===== config.mk =====
export PLATFORM = sky130hd
export DESIGN_NAME = lru_k_two_queue_replacer_unit
export DESIGN_NICKNAME = d
export VERILOG_FILES = /design/src/rtl/lkq_pkg.sv /design/src/rtl/lru_k_two_queue_replacer_unit.sv /design/src/rtl/lkq_cell.sv /design/src/rtl/lkq_queue.sv
export SDC_FILE = /design/constraint.sdc
export NUM_CORES = 2
export LEC_CHECK = 0
export ABC_AREA = 1
export BUFFER_PORTS_ARGS = -buffer_cell sky130_fd_sc_hd__buf_2
export CAP_MARGIN = 20
export CORE_MARGIN = 8
export CORE_UTILIZATION = 25
export CTS_CLUSTER_DIAMETER = 60
export DETAILED_ROUTE_END_ITERATION = 8
export PLACE_DENSITY_LB_ADDON = 0.05
export SLEW_MARGIN = 20
export SYNTH_ARGS = -nofsm -noshare
export SYNTH_HDL_FRONTEND = slang
export SYNTH_SLANG_ARGS = --single-unit
export TNS_END_PERCENT = 1

===== constraint.sdc =====
create_clock -name clk_i -period 23 [get_ports clk_i]
set_input_delay 3.45 -clock clk_i [delete_from_list [all_inputs] [get_ports clk_i]]
set_output_delay 3.45 -clock clk_i [all_outputs]
set_load 0.005 [all_outputs]

===== src/rtl/lkq_pkg.sv =====
`timescale 1ns / 1ps
package lkq_pkg;
  localparam int unsigned ActW = 2;
  localparam int unsigned OutcomeW = 3;
  localparam int unsigned CountW = 8;
  localparam int unsigned CfgIdxW = 8;
  localparam int unsigned CfgDataW = 8;
  localparam int unsigned FieldKeyW = 32;
  localparam logic [CountW-1:0] CountMax = 8'd255;

  localparam logic [ActW-1:0] ActAccess = 2'd0;
  localparam logic [ActW-1:0] ActDumpHist = 2'd1;
  localparam logic [ActW-1:0] ActDumpCache = 2'd2;

  localparam logic [OutcomeW-1:0] OcCacheHit = 3'd0;
  localparam logic [OutcomeW-1:0] OcPromoted = 3'd1;
  localparam logic [OutcomeW-1:0] OcHistHit = 3'd2;
  localparam logic [OutcomeW-1:0] OcHistInsert = 3'd3;
  localparam logic [OutcomeW-1:0] OcDumpEntry = 3'd4;
  localparam logic [OutcomeW-1:0] OcDumpEmpty = 3'd5;

  localparam logic [CfgIdxW-1:0] RegThreshold = 8'd0;
  localparam logic [CfgIdxW-1:0] RegCapacity = 8'd1;

  typedef struct packed {
    logic [ActW-1:0] action;
    logic signed [FieldKeyW-1:0] key;
  } req_t;

  typedef struct packed {
    logic [OutcomeW-1:0] outcome;
    logic signed [FieldKeyW-1:0] result_key;
    logic [CountW-1:0] entry_count;
    logic evicted_valid;
    logic signed [FieldKeyW-1:0] evicted_key;
    logic last;
  } rsp_t;

  // Command broadcast to every cell of a queue in one update cycle.
  typedef struct packed {
    logic upd;      // apply a removal and/or append this cycle
    logic rem;      // remove the entry at rem_pos
    logic [6:0] rem_pos;
    logic app;      // append at position app_pos
    logic [6:0] app_pos;
    logic shift;    // dump rotation: every cell takes its upper neighbor
  } qcmd_t;
endpackage


===== src/rtl/lru_k_two_queue_replacer_unit.sv =====
`timescale 1ns / 1ps
// LRU-K replacer with a history queue (keys and counts) and a cache queue.
// Command channel: an item is taken when start is high and busy is low.
// action 0 looks up key; action 1 or 2 dumps history or cache, oldest first.
// Results appear on rsp_o for one cycle each, marked by valid_o; the receiver
// cannot stall, so no back-pressure exists.
// Access: the key is registered when taken; in the look state it is compared
// in every cell, and the rows of cells that the outcome touches update at the
// same edge that registers the result. A dump gives one result a cycle for
// its N entries while the row makes a full rotation past its head, so every
// entry returns home; an empty dump gives a single empty result.
// The configuration channel (cfg_valid_i/cfg_ready_o) writes register 0, the
// promote threshold, or register 1, the capacity; it is always ready.
// Reset empties both queues and loads threshold 2 and capacity 16.
module lru_k_two_queue_replacer_unit #(
  parameter int unsigned QUEUE_DEPTH = 16,
  parameter int unsigned KEY_WIDTH = 32
) (
  input  logic                          clk_i,
  input  logic                          rst_ni,
  input  logic                          start,
  output logic                          busy,
  input  lkq_pkg::req_t                 req_i,
  output logic                          valid_o,
  output lkq_pkg::rsp_t                 rsp_o,
  input  logic                          cfg_valid_i,
  output logic                          cfg_ready_o,
  input  logic [lkq_pkg::CfgIdxW-1:0]   cfg_index_i,
  input  logic [lkq_pkg::CfgDataW-1:0]  cfg_data_i
);
  import lkq_pkg::*;

  localparam int unsigned PosW = (QUEUE_DEPTH > 1) ? $clog2(QUEUE_DEPTH) : 1;
  localparam int unsigned LenW = PosW + 1;
  localparam logic [LenW-1:0] DepthL = LenW'(QUEUE_DEPTH);

  typedef enum logic [1:0] {StIdle, StLook, StDump} state_e;

  state_e state_q, state_d;
  logic [7:0] thr_q, thr_d;
  logic [4:0] cap_q, cap_d;
  logic [LenW-1:0] hlen_q, clen_q, dcnt_q, dlen_q;
  logic [LenW-1:0] hlen_d, clen_d, dcnt_d, dlen_d;
  logic dhist_q, dhist_d;
  logic [KEY_WIDTH-1:0] key_q, key_d;
  logic [LenW-1:0] cap_eff;
  logic valid_d;
  rsp_t rsp_d;

  qcmd_t hcmd, ccmd;
  logic h_hit, c_hit;
  logic [PosW-1:0] h_pos, c_pos;
  logic [CountW-1:0] h_cnt, c_cnt_unused, h_head_cnt, c_head_cnt;
  logic [KEY_WIDTH-1:0] h_head, c_head;

  assign busy = (state_q != StIdle);
  assign cfg_ready_o = 1'b1;

  // Capacity clamped into 1..QUEUE_DEPTH.
  always_comb begin
    if (cap_q == 5'd0) cap_eff = LenW'(1);
    else if ({27'd0, cap_q} >= 32'(QUEUE_DEPTH)) cap_eff = DepthL;
    else cap_eff = LenW'(cap_q);
  end

  lkq_queue #(.Depth(QUEUE_DEPTH), .KeyW(KEY_WIDTH), .PosW(PosW)) u_hist (
    .clk_i, .cmd_i(hcmd), .cmp_key_i(key_q), .app_key_i(key_q),
    .app_cnt_i(h_hit ? ((h_cnt == CountMax) ? CountMax : h_cnt + 8'd1) : 8'd1),
    .len_i(hlen_q), .hit_o(h_hit), .hit_pos_o(h_pos), .hit_cnt_o(h_cnt),
    .head_key_o(h_head), .head_cnt_o(h_head_cnt)
  );

  lkq_queue #(.Depth(QUEUE_DEPTH), .KeyW(KEY_WIDTH), .PosW(PosW)) u_cache (
    .clk_i, .cmd_i(ccmd), .cmp_key_i(key_q), .app_key_i(key_q), .app_cnt_i(8'd0),
    .len_i(clen_q), .hit_o(c_hit), .hit_pos_o(c_pos), .hit_cnt_o(c_cnt_unused),
    .head_key_o(c_head), .head_cnt_o(c_head_cnt)
  );

  logic [CountW-1:0] nxt;
  logic promote, h_full, c_full;
  assign nxt = (h_cnt == CountMax) ? CountMax : h_cnt + 8'd1;
  assign promote = ({1'b0, h_cnt} + 9'd1) >= {1'b0, thr_q};
  assign h_full = hlen_q >= cap_eff;
  assign c_full = clen_q >= cap_eff;

  // Queue commands for the update cycle and rotation during dumps.
  always_comb begin
    hcmd = '0;
    ccmd = '0;
    if (state_q == StLook) begin
      if (c_hit) begin
        ccmd.upd = 1'b1; ccmd.rem = 1'b1; ccmd.rem_pos = 7'(c_pos);
        ccmd.app = 1'b1; ccmd.app_pos = 7'(clen_q);
      end else if (h_hit) begin
        hcmd.upd = 1'b1; hcmd.rem = 1'b1; hcmd.rem_pos = 7'(h_pos);
        if (promote) begin
          ccmd.upd = 1'b1; ccmd.rem = c_full; ccmd.rem_pos = 7'd0;
          ccmd.app = 1'b1; ccmd.app_pos = 7'(clen_q);
        end else begin
          hcmd.app = 1'b1; hcmd.app_pos = 7'(hlen_q);
        end
      end else begin
        hcmd.upd = 1'b1; hcmd.rem = h_full; hcmd.rem_pos = 7'd0;
        hcmd.app = 1'b1; hcmd.app_pos = 7'(hlen_q);
      end
    end else if (state_q == StDump) begin
      // Full-row rotation brings every entry past the head and back home.
      hcmd.shift = dhist_q;
      ccmd.shift = !dhist_q;
    end
  end

  // Sequencer next state, register writes and the next result.
  always_comb begin
    state_d = state_q;
    thr_d = thr_q;
    cap_d = cap_q;
    hlen_d = hlen_q;
    clen_d = clen_q;
    dcnt_d = dcnt_q;
    dlen_d = dlen_q;
    dhist_d = dhist_q;
    key_d = key_q;
    valid_d = 1'b0;
    rsp_d = rsp_o;
    if (cfg_valid_i) begin
      if (cfg_index_i == RegThreshold) thr_d = cfg_data_i;
      else if (cfg_index_i == RegCapacity) cap_d = cfg_data_i[4:0];
    end
    unique case (state_q)
      StIdle: begin
        if (start) begin
          key_d = KEY_WIDTH'(req_i.key);
          if (req_i.action == ActAccess) state_d = StLook;
          else if (req_i.action == ActDumpHist || req_i.action == ActDumpCache) begin
            dhist_d = (req_i.action == ActDumpHist);
            dlen_d = (req_i.action == ActDumpHist) ? hlen_q : clen_q;
            dcnt_d = '0;
            state_d = StDump;
          end
        end
      end
      StLook: begin
        state_d = StIdle;
        valid_d = 1'b1;
        rsp_d = '0;
        rsp_d.result_key = FieldKeyW'(key_q);
        rsp_d.last = 1'b1;
        if (c_hit) begin
          rsp_d.outcome = OcCacheHit;
        end else if (h_hit) begin
          rsp_d.entry_count = nxt;
          if (promote) begin
            rsp_d.outcome = OcPromoted;
            rsp_d.evicted_valid = c_full;
            hlen_d = hlen_q - LenW'(1);
            if (c_full) rsp_d.evicted_key = FieldKeyW'(c_head);
            else clen_d = clen_q + LenW'(1);
          end else begin
            rsp_d.outcome = OcHistHit;
          end
        end else begin
          rsp_d.outcome = OcHistInsert;
          rsp_d.entry_count = 8'd1;
          rsp_d.evicted_valid = h_full;
          if (h_full) rsp_d.evicted_key = FieldKeyW'(h_head);
          else hlen_d = hlen_q + LenW'(1);
        end
      end
      StDump: begin
        valid_d = 1'b1;
        rsp_d = '0;
        if (dlen_q == '0) begin
          rsp_d.outcome = OcDumpEmpty;
          rsp_d.last = 1'b1;
          state_d = StIdle;
        end else begin
          if (dcnt_q < dlen_q) begin
            rsp_d.outcome = OcDumpEntry;
            rsp_d.result_key = FieldKeyW'(dhist_q ? h_head : c_head);
            rsp_d.entry_count = dhist_q ? h_head_cnt : c_head_cnt;
            rsp_d.last = (dcnt_q + LenW'(1) == dlen_q);
          end else begin
            valid_d = 1'b0;
          end
          dcnt_d = dcnt_q + LenW'(1);
          // Finish the rotation of the whole row so entries return home.
          if (dcnt_q == LenW'(QUEUE_DEPTH - 1)) state_d = StIdle;
        end
      end
      default: state_d = StIdle;
    endcase
  end

  // State, registers and the registered result.
  always_ff @(posedge clk_i or negedge rst_ni) begin
    if (!rst_ni) begin
      state_q <= StIdle;
      thr_q <= 8'd2;
      cap_q <= 5'd16;
      hlen_q <= '0;
      clen_q <= '0;
      dcnt_q <= '0;
      dlen_q <= '0;
      dhist_q <= 1'b0;
      key_q <= '0;
      valid_o <= 1'b0;
      rsp_o <= '0;
    end else begin
      state_q <= state_d;
      thr_q <= thr_d;
      cap_q <= cap_d;
      hlen_q <= hlen_d;
      clen_q <= clen_d;
      dcnt_q <= dcnt_d;
      dlen_q <= dlen_d;
      dhist_q <= dhist_d;
      key_q <= key_d;
      valid_o <= valid_d;
      rsp_o <= rsp_d;
    end
  end
endmodule


===== src/rtl/lkq_cell.sv =====
`timescale 1ns / 1ps
module lkq_cell #(
  parameter int unsigned KeyW = 32,
  parameter int unsigned PosW = 4,
  parameter int unsigned Pos = 0
) (
  input  logic                      clk_i,
  input  lkq_pkg::qcmd_t            cmd_i,
  input  logic [KeyW-1:0]           cmp_key_i,
  input  logic [KeyW-1:0]           app_key_i,
  input  logic [lkq_pkg::CountW-1:0] app_cnt_i,
  input  logic [KeyW-1:0]           nb_key_i,
  input  logic [lkq_pkg::CountW-1:0] nb_cnt_i,
  output logic [KeyW-1:0]           key_o,
  output logic [lkq_pkg::CountW-1:0] cnt_o,
  output logic                      match_o
);
  import lkq_pkg::*;

  logic [KeyW-1:0]   key_q, key_d;
  logic [CountW-1:0] cnt_q, cnt_d;
  logic [6:0] me;
  logic [6:0] app_eff;

  assign me = 7'(Pos);
  assign match_o = (key_q == cmp_key_i);
  // With a removal the tail moves down one place before the append.
  assign app_eff = cmd_i.app_pos - {6'd0, cmd_i.rem};

  // Each cell keeps, takes its neighbor, or loads the appended entry.
  always_comb begin
    key_d = key_q;
    cnt_d = cnt_q;
    if (cmd_i.shift) begin
      key_d = nb_key_i;
      cnt_d = nb_cnt_i;
    end else if (cmd_i.upd) begin
      if (cmd_i.app && me == app_eff) begin
        key_d = app_key_i;
        cnt_d = app_cnt_i;
      end else if (cmd_i.rem && me >= cmd_i.rem_pos) begin
        key_d = nb_key_i;
        cnt_d = nb_cnt_i;
      end
    end
  end

  always_ff @(posedge clk_i) begin
    key_q <= key_d;
    cnt_q <= cnt_d;
  end

  assign key_o = key_q;
  assign cnt_o = cnt_q;
endmodule


===== src/rtl/lkq_queue.sv =====
`timescale 1ns / 1ps
module lkq_queue #(
  parameter int unsigned Depth = 16,
  parameter int unsigned KeyW = 32,
  parameter int unsigned PosW = 4
) (
  input  logic                       clk_i,
  input  lkq_pkg::qcmd_t             cmd_i,
  input  logic [KeyW-1:0]            cmp_key_i,
  input  logic [KeyW-1:0]            app_key_i,
  input  logic [lkq_pkg::CountW-1:0] app_cnt_i,
  input  logic [PosW:0]              len_i,
  output logic                       hit_o,
  output logic [PosW-1:0]            hit_pos_o,
  output logic [lkq_pkg::CountW-1:0] hit_cnt_o,
  output logic [KeyW-1:0]            head_key_o,
  output logic [lkq_pkg::CountW-1:0] head_cnt_o
);
  import lkq_pkg::*;

  logic [KeyW-1:0]   keys [Depth];
  logic [CountW-1:0] cnts [Depth];
  logic [Depth-1:0]  match;

  // Row of cells; each cell's upper neighbor feeds it, the top wraps to the head.
  for (genvar g = 0; g < Depth; g++) begin : g_cell
    localparam int unsigned Nb = (g + 1 < Depth) ? g + 1 : 0;
    lkq_cell #(.KeyW(KeyW), .PosW(PosW), .Pos(g)) u_cell (
      .clk_i, .cmd_i, .cmp_key_i, .app_key_i, .app_cnt_i,
      .nb_key_i(keys[Nb]), .nb_cnt_i(cnts[Nb]),
      .key_o(keys[g]), .cnt_o(cnts[g]), .match_o(match[g])
    );
  end

  // Keys are unique, so at most one valid cell matches.
  always_comb begin
    hit_o = 1'b0;
    hit_pos_o = '0;
    hit_cnt_o = '0;
    for (int i = 0; i < Depth; i++) begin
      if (match[i] && (PosW+1)'(i) < len_i) begin
        hit_o = 1'b1;
        hit_pos_o = PosW'(i);
        hit_cnt_o = cnts[i];
      end
    end
  end

  assign head_key_o = keys[0];
  assign head_cnt_o = cnts[0];
endmodule


==> results.py <==
metrics = {
    "synthesis": {
        "synth_warnings": 0,
        "synth.distinct_cells": 70,
        "synth_top_area_share": 0.467,
        "synth-edff-count": 1280,
        "netlist_area_um2": 82200,
        "synth_top_family_by_area": "simple AND/OR/NAND/NOR gates",
        "yosys-top-cells-count": "nand2_1, edfxtp_1, inv_1",
        "yosysMostFrequentCell": "nand2_1",
        "yosys.area.top_type": "edfxtp_1",
        "syn_avg_cell_area_um2": 8.55,
        "ys_ff_latch": 1426,
        "synthCells": 9615,
        "synthMuxAreaShare": 0.000746,
        "async_flop_share": 0.102,
        "ys_seq_area_frac": 0.512,
        "synth_area_leaders": "edfxtp_1, nand2_1, o21bai_1",
        "synth_nets": 9709,
        "synth-compound-area-share": 0.111,
        "synthAdderAreaFrac": 0.00609,
        "synthSimpleGateAreaFrac": 0.237,
        "yosys.area_share.xor_xnor": 0.0521,
        "ys_dominant_reg_cell": "edfxtp_1",
    },
    "grt": {
        "track_usage": 0.253,
        "grt_max_degree": 89,
        "grt_pass1_vias": 71590,
        "grt_overflow": 0,
        "antenna_found_initial": 30,
        "grt_pass1_wl_um": 620000,
    },
    "clock_network": {
        "cts_max_level": 4,
        "cts_num_sinks": 1426,
        "path_clk_slew_ns": 0.05,
        "cts.repair.resized": 0,
        "cts.hold.buffers_added": 0,
        "numCtsBuffers": 203,
        "clk_path_buf_depth": 4,
        "clock_latency_ns": 0.92,
        "cts-root-buf": "clkbuf_16",
        "cts_tree": "yes",
        "post_cts_buffers": 0,
    },
    "finish": {
        "drive_gt1_frac": 0.0943,
        "finalInstanceArea_um2": 94000,
        "syn2layout_area_growth_pct": 14.3,
        "fin_nets": 9568,
        "nFillCells": 35158,
        "instances_no_fill": 13986,
    },
    "power_and_ir_drop": {
        "p_leak_nw": 37.5,
        "power_switching_mw": 6.20,
        "ir_drop_uv": 83.9,
        "seqPwrFrac": 0.364,
        "pwr-share-comb": 0.394,
        "switching_share": 0.471,
        "p_clk_frac": 0.241,
        "internal_power_mw": 6.96,
        "power_density_nw_per_um2": 140,
    },
    "timing": {
        "max_freq_mhz": 80.0,
        "rsz0062_at_grt": "no",
        "final-setup-viol-count": 0,
        "drv_slew": 0,
        "layout_min_cycle_time_ns": 12.50,
        "relSlewSlack": 0.217,
        "period_share": 0.544,
        "setup_slack_ns": 10.50,
        "setup_tns_ns": 0,
        "tightest_slew_ns": 1.17,
        "fin_skew_ns": 0.0687,
        "hold_viol_final": 0,
    },
    "critical_path": {
        "worstSetupEndpointType": "register",
        "crit_required_ns": 23.59,
        "critical_path.max_fanout": 67,
        "cp.arrival_ns": 13.09,
        "cpPeakStageDelay_ns": 0.83,
        "crit_family": "simple AND/OR/NAND/NOR gates",
        "cp-start-kind": "register",
        "cp_slowest_cell": "inv_4",
        "crit_type": "register to register",
        "rrSetupSlack_ns": 10.50,
        "critPathBufInv": 6,
    },
    "routing": {
        "drt-initial-drc-count": 7306,
        "drt_pre_antenna_iters": 7,
        "vias": 72052,
        "wire_per_inst_um": 32.8,
        "ant_nets": 0,
        "drc": 0,
        "drt-total-wl_um": 459000,
        "viasPerCell": 5.15,
    },
    "die": {
        "die_height_um": 590,
        "dieWidth_um": 590,
        "core-area_um2": 327000,
        "ioPinCount": 134,
        "fp-row-count": 210,
        "initial_core_util": 0.251,
        "dieArea_um2": 348000,
    },
    "placement": {
        "place_area_um2": 87500,
        "gp_congestion": 0.887,
        "dp.cells": 13613,
        "post-place-ws_ns": 10.56,
        "numPortBuffers": 132,
        "dp.final_hpwl_um": 310000,
    },
    "run_status": {
        "status": "completed",
    },
    "min_path": {
        "hold_class": "register to register",
    },
    "job": {
        "max_cap_violations": 0,
    },
}
-- placed cells by master, fill, tap and decap left out, types with 207 or more instances in the layout --
cell type,netlist,layout
nand2_1,3169,3160
buf_4,47,221
o22ai_1,251,251
edfxtp_1,1280,1280
o21ai_0,215,214
xnor2_1,292,292
nand3_1,622,611
inv_1,854,851
clkbuf_16,0,207
o21bai_1,517,515
nor2_1,458,438
-- worst paths after layout --
| check | startpoint | endpoint | cells past startpoint |
|---|---|---|---|
| setup reg to reg | key_q[0] | u_cache.g_cell[12].u_cell.key_o[17] | 39 |
| hold / removal | thr_q[4] | thr_q[4] | 2 |
| setup / recovery | key_q[0] | u_cache.g_cell[12].u_cell.key_o[17] | 39 |
| min in group asynchronous | rst_ni | rsp_o[24] | 1 |
| max in group asynchronous | rst_ni | key_q[14] | 2 |
| hold reg to reg | thr_q[4] | thr_q[4] | 2 |
-- power groups by stage --
stage | Sequential, mW | Combinational, mW | Clock (mW)
floorplan | 4.19 | 2.80 | 0
global placement | 4.85 | 5.15 | 0
detailed placement | 4.83 | 5.13 | 0
CTS | 4.79 | 5.15 | 3.25
global route | 4.82 | 5.44 | 3.33
finish | 4.80 | 5.19 | 3.18
-- cells by family after synthesis --
family                     Yosys count
DFF                               1426
and+or+nand+nor                   4678
muxes                                6
other                                1
xor gates and xnor gates           488
buffers and inverters             1616
adders and majority gates           40
AOI/OAI and AO/OA                 1360
-- final cells by class --
cell class              instances  area, um^2  area share
repair buffers                366        2590      0.0276
clock buffers                 250        5400      0.0575
inverters                     904        3410      0.0362
well taps                    4346        5440      0.0578
multi-input cells            6573       33900       0.360
diodes                          5        12.5    0.000133
flip-flops and latches       1426       42200       0.449
clock inverters               116        1080      0.0115
-- flip-flops by register name, indices dropped and copies added, names as in the netlist --
name / flops
cap_q: 5
clen_q: 5
dcnt_q: 5
dhist_q: 1
dlen_q: 5
hlen_q: 5
key_q: 32
rsp_o: 77
state_q: 2
thr_q: 8
u_cache.g_cell.u_cell.cnt_o: 128
u_cache.g_cell.u_cell.key_o: 512
u_hist.g_cell.u_cell.cnt_o: 128
u_hist.g_cell.u_cell.key_o: 512
valid_o: 1
-- tightest hold or removal path, cell delays in order, from the launching register on --
cell and delay, ns:
dfrtp_1 0.33, nand2_1 0.05, o21ai_0 0.06
-- layer usage --
metal	track usage	vias up	wire length, um
met5	0	-	0
met4	0.0979	0	20100
met3	0.0346	724	25700
met2	0.441	2913	224000
met1	0.318	36714	189000
li1	-	31701	-
-- through the flow --
step           power (mW)  hold slack, ns  utilization
2_1_floorplan        6.99           0.453            -
3_3_place_gp         10.0           0.479        0.267
3_5_place_dp         9.96           0.476        0.267
4_1_cts              13.2           0.489        0.287
5_1_grt              13.6           0.504        0.287
6_report             13.2           0.483        0.287
(Power assumes the default switching activity.)
